### src/hdl/c3f_pkg.sv
package c3f_pkg;

	localparam int PIX_W      = 32;
	localparam int COEF_W     = 16;
	localparam int KSIZE      = 3;
	localparam int SUM_SHIFT  = 4;
	localparam int VAL_W      = PIX_W - SUM_SHIFT;
	localparam int POS_W      = 6;
	localparam int DIM_W      = 7;
	localparam int CFG_IDX_W  = 3;
	localparam int CFG_DATA_W = KSIZE * COEF_W;

	localparam int MAX_WIDTH_DEF  = 64;
	localparam int MAX_HEIGHT_DEF = 64;

	localparam logic [CFG_DATA_W-1:0] COEF_TOP_RST = 48'h0001_0002_0001;
	localparam logic [CFG_DATA_W-1:0] COEF_MID_RST = 48'h0002_0004_0002;
	localparam logic [CFG_DATA_W-1:0] COEF_BOT_RST = 48'h0001_0002_0001;
	localparam logic [DIM_W-1:0]      WIDTH_RST    = 7'd16;
	localparam logic [DIM_W-1:0]      HEIGHT_RST   = 7'd16;

	typedef enum logic [CFG_IDX_W-1:0] {
		REG_COEF_TOP = 3'd0,
		REG_COEF_MID = 3'd1,
		REG_COEF_BOT = 3'd2,
		REG_WIDTH    = 3'd3,
		REG_HEIGHT   = 3'd4
	} cfg_reg_t;

	typedef logic [PIX_W-1:0] pix_t;

	// one window column: element 0 is the oldest row, element KSIZE-1 the current row
	typedef logic [KSIZE-1:0][PIX_W-1:0]  col_t;
	typedef logic [KSIZE-1:0][COEF_W-1:0] kcol_t;

	typedef struct packed {
		logic shift;    // window advances by one column
		logic load_s2;  // product stage takes new values
		logic load_s3;  // column sum stage takes new values
	} cell_ctl_t;

endpackage

### src/hdl/c3f_cell.sv
module c3f_cell (
	input  logic                clk,
	input  c3f_pkg::cell_ctl_t  ctl,
	input  c3f_pkg::col_t       col_in,
	input  c3f_pkg::kcol_t      kcol,
	output c3f_pkg::col_t       col_out,
	output c3f_pkg::pix_t       col_sum
);

	c3f_pkg::col_t col_q;
	c3f_pkg::pix_t prod_s2 [c3f_pkg::KSIZE];
	c3f_pkg::pix_t sum_s3;
	c3f_pkg::pix_t sum_next;

	always_comb begin
		sum_next = '0;
		for (int i = 0; i < c3f_pkg::KSIZE; i++) begin
			sum_next = sum_next + prod_s2[i];
		end
	end

	always_ff @(posedge clk) begin
		if (ctl.shift) begin
			col_q <= col_in;
		end
		if (ctl.load_s2) begin
			// keep the low word of each product: the sum wraps at the pixel width
			for (int i = 0; i < c3f_pkg::KSIZE; i++) begin
				prod_s2[i] <= c3f_pkg::pix_t'(col_in[i] * kcol[i]);
			end
		end
		if (ctl.load_s3) begin
			sum_s3 <= sum_next;
		end
	end

	assign col_out = col_q;
	assign col_sum = sum_s3;

endmodule

### config.mk
export PLATFORM = sky130hd
export DESIGN_NAME = c3f_cell
export DESIGN_NICKNAME = d
export VERILOG_FILES = /design/src/hdl/c3f_pkg.sv /design/src/hdl/c3f_cell.sv
export SDC_FILE = /design/constraint.sdc
export NUM_CORES = 2
export LEC_CHECK = 0
export BUFFER_PORTS_ARGS = -buffer_cell sky130_fd_sc_hd__buf_2
export CAP_MARGIN = 10
export CORE_MARGIN = 8
export CORE_UTILIZATION = 60
export DETAILED_ROUTE_END_ITERATION = 10
export PLACE_DENSITY_LB_ADDON = 0.3
export SYNTH_ARGS = -nofsm -noshare
export SYNTH_HDL_FRONTEND = slang
export SYNTH_SLANG_ARGS = --single-unit
### constraint.sdc
create_clock -name clk -period 7.08 [get_ports clk]
set_input_delay 0.354 -clock clk [delete_from_list [all_inputs] [get_ports clk]]
set_output_delay 0.354 -clock clk [all_outputs]
set_load 0.005 [all_outputs]
==> impl_metrics.csv <==
group,metric,value,unit
run_status,outcome,"completed",
sta,fin_crit_sh,86.5,%
routing,wirelength,106,mm
routing,drtPass1Iterations,5,
setup_path,crit_path_top_delay_cell,"or4b_4",
yosys,synthCells,4441,
yosys,ys_seq_area_share,15.7,%
clock_tree,cts_tree,"done",
yosys,synth-seq-cells,224,
grt,track_usage,27.0,%
yosys,syn_area,42900,sq um
sta,rsz0062_at_grt,"false",
yosys,synth_async_sr_flop_share,0,%
yosys,synth_most_common_cell,"inv_1",
layout,regArea,6730,sq um
placement,pre_cts_slack,336,ps
clock_tree,cts.repair.resized,0,
routing,ant_nets,0,
yosys,yosys.area.top_type,"fa_1",
grt,grt_pass1_wl,175,mm
yosys,syn_avg_cell_area,9.66,sq um
clock_tree,h-tree-depth,1,
grt,grt_max_degree,54,
setup_path,endpoint_kind,"register",
setup_path,cp_top_family,"adder cells",
sta,layout_setup_ws,954,ps
clock_tree,cts_hold_buf,8,
clock_tree,post_cts_buffers,0,
clock_tree,cts_buffers,29,
sta,finalSetupViolations,0,
layout,area_delta_synth_final,7.48,%
routing,wl_per_cell,19.0,um
min_path,min_path_cells,1,
placement,place_hpwl,83.6,mm
setup_path,startpoint_type,"input port",
layout,nets,5917,
layout,stdcell_area,46100,sq um
sta,worst_pin_slew,778,ps
yosys,ys_types,58,
setup_path,path_buf_inv,4,
sta,final.setup.tns,0,ps
yosys,synth-edff-count,224,
grt,gr-usage-met2,45.6,%
grt,gr-usage-met3,4.30,%
setup_path,crit_type,"in2reg",
yosys,ys_warn_count,0,
setup_path,path_cells,"buf_2 -> nand2_1 -> fa_1 -> fa_1 -> fa_1 -> inv_1 -> fa_1 -> fa_1 -> inv_1 -> fa_1 -> inv_1 -> ha_1 -> nand2_1 -> nor2_1 -> nand3_1 -> nor3_2 -> nor2_2 -> or4b_4 -> a311oi_2 -> a31oi_1 -> xnor2_1",
clock_tree,clock_latency,600,ps
setup_path,cp.depth,21,
clock_tree,clock_sinks,224,
routing,drcViolationCount,0,
floorplanning,num_io_pins,276,
routing,vias_per_cell,5.50,
floorplanning,initial_core_util,60.3,%
yosys,yosys-top-cells-count,"1,032 x inv_1, 944 x fa_1, 799 x nand2_1",
yosys,synth_top_area_share,44.1,%
run,drv_cap,0,
min_path,holdCritPathClass,"in2reg",
floorplanning,fp.dieH,283,um
layout,num_antenna_cells,0,
sta,period_minus_slack,6130,ps
layout,drive_above_1_share,8.03,%
placement,dpl_cell_area,45000,sq um
yosys,synth_ff_type,"edfxtp_1",
routing,drt_iter0_markers,2236,
floorplanning,die_area,80300,sq um
clock_tree,clock_tree.buffer_depth,3,
setup_path,r2r_cells,13,
yosys,synth_area_leaders,"fa_1 44%, edfxtp_1 16%, inv_1 9.0%, nand2_1 7.0%, ha_1 6.6%",
setup_path,cp_common_cell,"fa_1",
sta,finalHoldViolCount,0,
yosys,synthesis.nets,5758,
layout,multi_input_area,31600,sq um
sta,fin_skew,27.2,ps
floorplanning,die_w,283,um
sta,slew_headroom,48.1,%
setup_path,cp_max_fo,30,
sta,drv_slew,0,
grt,grt_pass1_vias,33613,
floorplanning,core_area,71100,sq um
grt,gr-usage-met1,35.8,%
floorplanning,rows,98,
placement,globalplace.congestion,0.915,
clock_tree,clkTransAtPathRegs,60,ps
routing,vias,30653,
setup_path,cp_slowest_stage_delay,550,ps
grt,top_usage_layer,"met2",
grt,antenna_found_initial,1,
grt,grt_remaining_overflow,0,
setup_path,worstPathRequired,7400,ps
sta,maxClockFrequency,0.163,GHz
setup_path,worst_ep_arrival_time,6450,ps
placement,portBuffers,275,
layout,n_fill_cell,5753,
clock_tree,root_buffer,"clkbuf_16",
-- cells by family after synthesis --
family,synth area share (%)
xor+xnor,4.02
fa+ha+maj,50.6
flops,15.7
buf+inv,10.6
simple gates,14.8
compound gates,4.26
-- layer usage --
metal	vias to the layer above	share of wire [%]
met3	247	8.5
met1	15680	39
met2	1329	49
met4	0	3.3
li1	13397	-
met5	-	0
-- cell type report --
type	instances	share of cell area (%)
Tap cell	950	2.58
Multi-Input combinational cell	3005	68.6
Inverter	1032	8.40
Timing Repair Buffer	308	3.58
Sequential cell	224	14.6
Clock buffer	29	1.57
Clock inverter	24	0.692
-- state kept, by name (all words and copies together) (netlist names) --
register  count
col_out      96
col_sum      32
prod_s2      96
-- path summary, 6_finish.rpt --
kind / from / to / slack (ps)
worst min register to register: prod_s2[0][33] / col_sum[1] / 750
worst max register to register: prod_s2[0][1] / col_sum[29] / 3210
worst min-delay path: col_in[92] / col_out[92] / 50
worst max-delay path: kcol[34] / prod_s2[0][95] / 950
-- worst register-to-register path, delay by kind of cell (launching register included) --
kind                       cells  cell delay, ps
and+or+nand+nor                1             120
xor gates and xnor gates       1             410
DFF                            1             440
AOI/OAI and AO/OA              7            1390
buffers and inverters          1              60
adders and majority gates      3            1170
-- placed cells by master (no fill, tap or decap), types with 8 or more instances in the layout --
cell type      count
a211oi_1          10
a21o_1            49
a21oi_1           87
a31oi_1           10
and2_1           414
buf_2            273
buf_4             27
clkbuf_16         29
dlygate4sd3_1      8
edfxtp_1         224
fa_1             944
ha_1             225
inv_1           1032
nand2_1          799
nand2b_1          15
nand3_1           14
nand4_1           10
nor2_1            59
nor2b_1            9
nor3_1            18
o21a_1            16
o21ai_0           39
o21bai_1          22
xnor2_1          157
xor2_1            40
-- stage by stage --
step | instances | hold slack [ps] | utilization, %
finish | 5572 | 53.8 | 64.8
CTS | 5572 | 17.9 | 64.8
global placement | 5511 | 547 | 63.2
detailed placement | 5511 | 547 | 63.2
floorplan | 4441 | 453 | -
global route | 5572 | 38.8 | 64.8
Power is left out: the tool's default activity adds up to more than one toggle a clock period on the data nets, which glitch-free logic cannot reach.
