File: src/hdl/c3f_pkg.sv
package c3f_pkg;

	localparam int PIX_W      = 32;
	localparam int COEF_W     = 16;
	localparam int KSIZE      = 3;
	localparam int SUM_SHIFT  = 4;
	localparam int VAL_W      = PIX_W - SUM_SHIFT;
	localparam int POS_W      = 6;
	localparam int DIM_W      = 7;
	localparam int CFG_IDX_W  = 3;
	localparam int CFG_DATA_W = KSIZE * COEF_W;

	localparam int MAX_WIDTH_DEF  = 64;
	localparam int MAX_HEIGHT_DEF = 64;

	localparam logic [CFG_DATA_W-1:0] COEF_TOP_RST = 48'h0001_0002_0001;
	localparam logic [CFG_DATA_W-1:0] COEF_MID_RST = 48'h0002_0004_0002;
	localparam logic [CFG_DATA_W-1:0] COEF_BOT_RST = 48'h0001_0002_0001;
	localparam logic [DIM_W-1:0]      WIDTH_RST    = 7'd16;
	localparam logic [DIM_W-1:0]      HEIGHT_RST   = 7'd16;

	typedef enum logic [CFG_IDX_W-1:0] {
		REG_COEF_TOP = 3'd0,
		REG_COEF_MID = 3'd1,
		REG_COEF_BOT = 3'd2,
		REG_WIDTH    = 3'd3,
		REG_HEIGHT   = 3'd4
	} cfg_reg_t;

	typedef logic [PIX_W-1:0] pix_t;

	// one window column: element 0 is the oldest row, element KSIZE-1 the current row
	typedef logic [KSIZE-1:0][PIX_W-1:0]  col_t;
	typedef logic [KSIZE-1:0][COEF_W-1:0] kcol_t;

	typedef struct packed {
		logic shift;    // window advances by one column
		logic load_s2;  // product stage takes new values
		logic load_s3;  // column sum stage takes new values
	} cell_ctl_t;

endpackage

File: src/hdl/c3f_line_buf.sv
module c3f_line_buf #(
	parameter int DEPTH = c3f_pkg::MAX_WIDTH_DEF
) (
	input  logic                       clk,
	input  logic                       rd_en,
	input  logic [$clog2(DEPTH)-1:0]   rd_addr,
	input  logic                       wr_en,
	input  logic [$clog2(DEPTH)-1:0]   wr_addr,
	input  c3f_pkg::pix_t              wr_pixel,
	output c3f_pkg::pix_t              top,
	output c3f_pkg::pix_t              mid
);

	c3f_pkg::pix_t older_mem [DEPTH];
	c3f_pkg::pix_t newer_mem [DEPTH];
	c3f_pkg::pix_t top_q;
	c3f_pkg::pix_t mid_q;

	// read data holds until the next item is accepted, so mid_q is still the
	// value read for the item being written back
	always_ff @(posedge clk) begin
		if (rd_en) begin
			top_q <= older_mem[rd_addr];
			mid_q <= newer_mem[rd_addr];
		end
		if (wr_en) begin
			older_mem[wr_addr] <= mid_q;
			newer_mem[wr_addr] <= wr_pixel;
		end
	end

	assign top = top_q;
	assign mid = mid_q;

endmodule

File: config.mk
export PLATFORM = sky130hd
export DESIGN_NAME = c3f_line_buf
export DESIGN_NICKNAME = d
export VERILOG_FILES = /design/src/hdl/c3f_pkg.sv /design/src/hdl/c3f_line_buf.sv
export SDC_FILE = /design/constraint.sdc
export NUM_CORES = 2
export LEC_CHECK = 0
export BUFFER_PORTS_ARGS = -buffer_cell sky130_fd_sc_hd__buf_4
export CAP_MARGIN = 20
export CORE_MARGIN = 3
export CORE_UTILIZATION = 50
export CTS_BUF_LIST = sky130_fd_sc_hd__clkbuf_2 sky130_fd_sc_hd__clkbuf_4 sky130_fd_sc_hd__clkbuf_8
export CTS_CLUSTER_DIAMETER = 200
export DETAILED_ROUTE_END_ITERATION = 16
export PLACE_DENSITY = 0.65
export SLEW_MARGIN = 10
export SYNTH_ARGS = -nofsm -noshare
export SYNTH_HDL_FRONTEND = slang
export SYNTH_SLANG_ARGS = --single-unit
export TNS_END_PERCENT = 100
File: constraint.sdc
create_clock -name clk -period 13.8 [get_ports clk]
set_input_delay 1.38 -clock clk [delete_from_list [all_inputs] [get_ports clk]]
set_output_delay 1.38 -clock clk [all_outputs]
set_load 0.02 [all_outputs]
==> flow_summary.ini <==
[clock_tree]
htreeDepth = 6
numCtsBuffers = 653
buffer_levels_on_the_longest_clock_path = 4
cts_hold_buffers = 0
tritoncts_clock_tree = yes
clock_insertion_delay_worst_skew_ns = 1.21
cts_root_buffer = sky130_fd_sc_hd__clkbuf_8
post_cts.repair.setup_buffers = 0
cts_resized = 0
cts_sink_count = 4160
path_clk_slew_ns = 0.06

[floorplan]
floorplan.initialDensity = 0.5046
dieArea_um2 = 319700
die_h_um = 565.4
core.rowCount = 204
dieWidth_um = 565.4
design.portCount = 111
design.core.area_um2 = 310100

[power_and_ir_drop]
ir_drop_mv = 0.08267
total_leakage_power_nw = 54.79
pwr-share-clk = 0.397
power.internal_mw = 19.91
power.density_nw_per_um2 = 145.7
proportion_of_power_drawn_by_flip_flops_and_latches = 0.553
p_sw_frac = 0.2231
p_comb_frac = 0.051
power.net_switching_mw = 5.717

[setup_path]
critical_path_peak_fanout = 76
cp.required_ns = 14.86
startpoint_type = input pin
critPathCaptureType = flop
critical_path_arrival_ns = 5.59
critPathKind = input pin to flop

[sta]
peak_clock_frequency_supported_by_timing_ghz = 0.2205
tightest_slew_ns = 1.208
finalClockSkew_ns = 0.05918
timing.final.setup_violations = 0
setup_total_negative_slack_ns = 0
post-route-period-util = 0.3287
setup_repair_after_global_routing_missed_its_margin = false
max_slew_margin = 0.1927
timing_max_transition_violations_final = 0
layout_min_cycle_time_ns = 4.536
finalHoldViolations = 0
final_critical_path_setup_slack_ns = 9.264

[routing]
routed-via-count = 79527
antenna_violating_nets_post_route = 0
post_detailed_route_via_to_cell_ratio = 6.762
drt-total-wl_um = 461100
detail_route.iter0.violations = 13055
routed_length_per_placed_instance_um = 39.21
drt_drc_violations_left = 0
drtPass1Iterations = 6

[synthesis]
syn-cell-area_um2 = 156500
synth_top_cells_by_area = sky130_fd_sc_hd__edfxtp_1, sky130_fd_sc_hd__mux4_2, sky130_fd_sc_hd__a22oi_1, sky130_fd_sc_hd__mux2i_1, sky130_fd_sc_hd__buf_2
netlist-cell-type-count = 29
synth_top_cell_by_area = sky130_fd_sc_hd__edfxtp_1
ys_seq_elements = 4160
syn_area_per_cell_um2 = 24.06
synthCells = 6505
synth_fp_nets = 6552
ys_warn_count = 0
seq_area_frac_synth = 0.7983
synth_top_area_share = 0.7983

[place]
post_placement_cell_count = 10600
port_buffers = 110
dp_worst_setup_slack_ns = 7.968
gp_routability_congestion = 0.8012
dpl.hpwl_um = 235400

[finish]
final_layout_fill_cell_count = 22355
proportion_of_layout_cells_with_a_drive_suffix_above_1 = 0.3239
synthToLayoutAreaGrowth_pct = 12.41
finish.net_count = 7185
utilization = 0.5672
fin_cells = 11761

[global_route]
total_grt_overflow = 0
grt_pass1_wl_um = 633000
number_of_global_route_vias_before_repair = 78926
pin_count_of_the_biggest_net_entering_global_routing = 106
grt_antenna_before_repair = 22
groute.usage.overall = 0.2884

[hold_path]
hold_class = flop to flop

[run]
max-cap-violations = 0

[status]
run_status = finished clean
## stage by stage
stage / hold slack (ns) / total power [mW] / cell area (um^2)
after floorplan: 0.8593 / 15.15 / 156500
after global placement: 0.6467 / 15.68 / 163100
after detailed placement: 0.6556 / 15.72 / 163200
after CTS: 0.6066 / 25.74 / 175800
after global routing: 0.6672 / 26.39 / 175900
final: 0.6365 / 25.63 / 175900
## registers in the layout, indices dropped and copies added (netlist names)
| signal | cells |
|---|---|
| newer_mem | 2048 |
| older_mem | 2048 |
| mid | 32 |
| top | 32 |
## worst max-delay path, stage by stage
cell and delay, ns:
sky130_fd_sc_hd__buf_8 0.55, sky130_fd_sc_hd__buf_4 0.74, sky130_fd_sc_hd__nor2b_4 0.62, sky130_fd_sc_hd__buf_4 0.66, sky130_fd_sc_hd__buf_4 0.85, sky130_fd_sc_hd__a22oi_1 0.22
sky130_fd_sc_hd__nand3_1 0.24, sky130_fd_sc_hd__o211a_1 0.17
## cell type report
cell class	count	area, um^2	area share
Sequential cell	4160	124900	0.7102
Multi-Input combinational cell	1967	30200	0.1717
Clock buffer	898	10860	0.06176
Tap cell	4120	5155	0.02931
Timing Repair Buffer	355	2990	0.01700
Clock inverter	241	1723	0.009795
Antenna cell	19	47.55	0.0002703
Inverter	1	3.754	0.00002134
## cells by family (layout without fill, tap and decap cells)
| group | count (synthesis) | after routing | synth area share |
|---|---|---|---|
| DFF | 4160 | 4160 | 0.7983 |
| muxes | 1114 | 1114 | 0.1531 |
| AOI/OAI and AO/OA | 575 | 575 | 0.02791 |
| buffers and inverters | 378 | 1495 | 0.01237 |
| and+or+nand+nor | 278 | 278 | 0.008276 |
| other | 0 | 19 | 0 |
## layout by cell type (no fill, tap or decap), types with 4 or more instances in the layout
cell and count:
sky130_fd_sc_hd__nand3b_1 4, sky130_fd_sc_hd__mux2i_1 90, sky130_fd_sc_hd__mux4_2 1024, sky130_fd_sc_hd__nand2_1 6, sky130_fd_sc_hd__clkinvlp_4 12, sky130_fd_sc_hd__a211oi_1 63
sky130_fd_sc_hd__a22oi_1 256, sky130_fd_sc_hd__buf_12 20, sky130_fd_sc_hd__clkbuf_8 659, sky130_fd_sc_hd__o211a_1 64, sky130_fd_sc_hd__o221ai_1 64, sky130_fd_sc_hd__buf_4 330
sky130_fd_sc_hd__nor2_4 67, sky130_fd_sc_hd__a21oi_1 25, sky130_fd_sc_hd__clkinv_1 133, sky130_fd_sc_hd__inv_8 10, sky130_fd_sc_hd__inv_6 15, sky130_fd_sc_hd__clkinv_8 13
sky130_fd_sc_hd__clkbuf_4 239, sky130_fd_sc_hd__clkinv_2 41, sky130_fd_sc_hd__nor2_1 43, sky130_fd_sc_hd__diode_2 19, sky130_fd_sc_hd__o22ai_1 102, sky130_fd_sc_hd__nor2b_4 4
sky130_fd_sc_hd__bufinv_16 14, sky130_fd_sc_hd__nand3_1 133, sky130_fd_sc_hd__edfxtp_1 4160
## cells in the mapped netlist (all sizes together)
| cell type | instances |
|---|---|
| edfxtp | 4160 |
| mux4 | 1024 |
| a22oi | 256 |
| buf | 236 |
| clkbuf | 141 |
| nand3 | 133 |
| nor2 | 110 |
| o22ai | 102 |
| mux2i | 90 |
| o211a | 64 |
| o221ai | 64 |
| a211oi | 63 |
| a21oi | 25 |
| nand2 | 7 |
| nor2b | 7 |
| nand2b | 4 |
| nand3b | 4 |
| or3b | 4 |
| and2 | 3 |
| or3 | 3 |
| or2 | 2 |
| a221oi | 1 |
| inv | 1 |
| nand4 | 1 |
## final timing paths
path	slack, ns	start	endpoint	cells past startpoint
max	9.26	rd_addr[2]	top[4]	8
min	0.64	mid[31]	older_mem[38][31]	0
max reg2reg	11.67	mid[26]	older_mem[16][26]	1
min reg2reg	0.64	mid[31]	older_mem[38][31]	0
## layer usage
metal,vias to the layer above,share of wire,track usage
met5,-,0.00023,0
met4,18,0.037,0.09915
met3,922,0.13,0.07612
met2,5968,0.47,0.4401
met1,42886,0.37,0.4083
li1,29733,-,-
## power groups by stage
| stage | clock network [mW] | registers (mW) | logic [mW] |
|---|---|---|---|
| 2_1_floorplan | 0 | 14.5 | 0.640 |
| 3_3_place_gp | 0 | 14.4 | 1.26 |
| 3_5_place_dp | 0 | 14.4 | 1.29 |
| 4_1_cts | 10.3 | 14.2 | 1.29 |
| 5_1_grt | 10.9 | 14.2 | 1.36 |
| 6_report | 10.2 | 14.2 | 1.30 |
No activity file was read; power rests on OpenSTA's default activity.
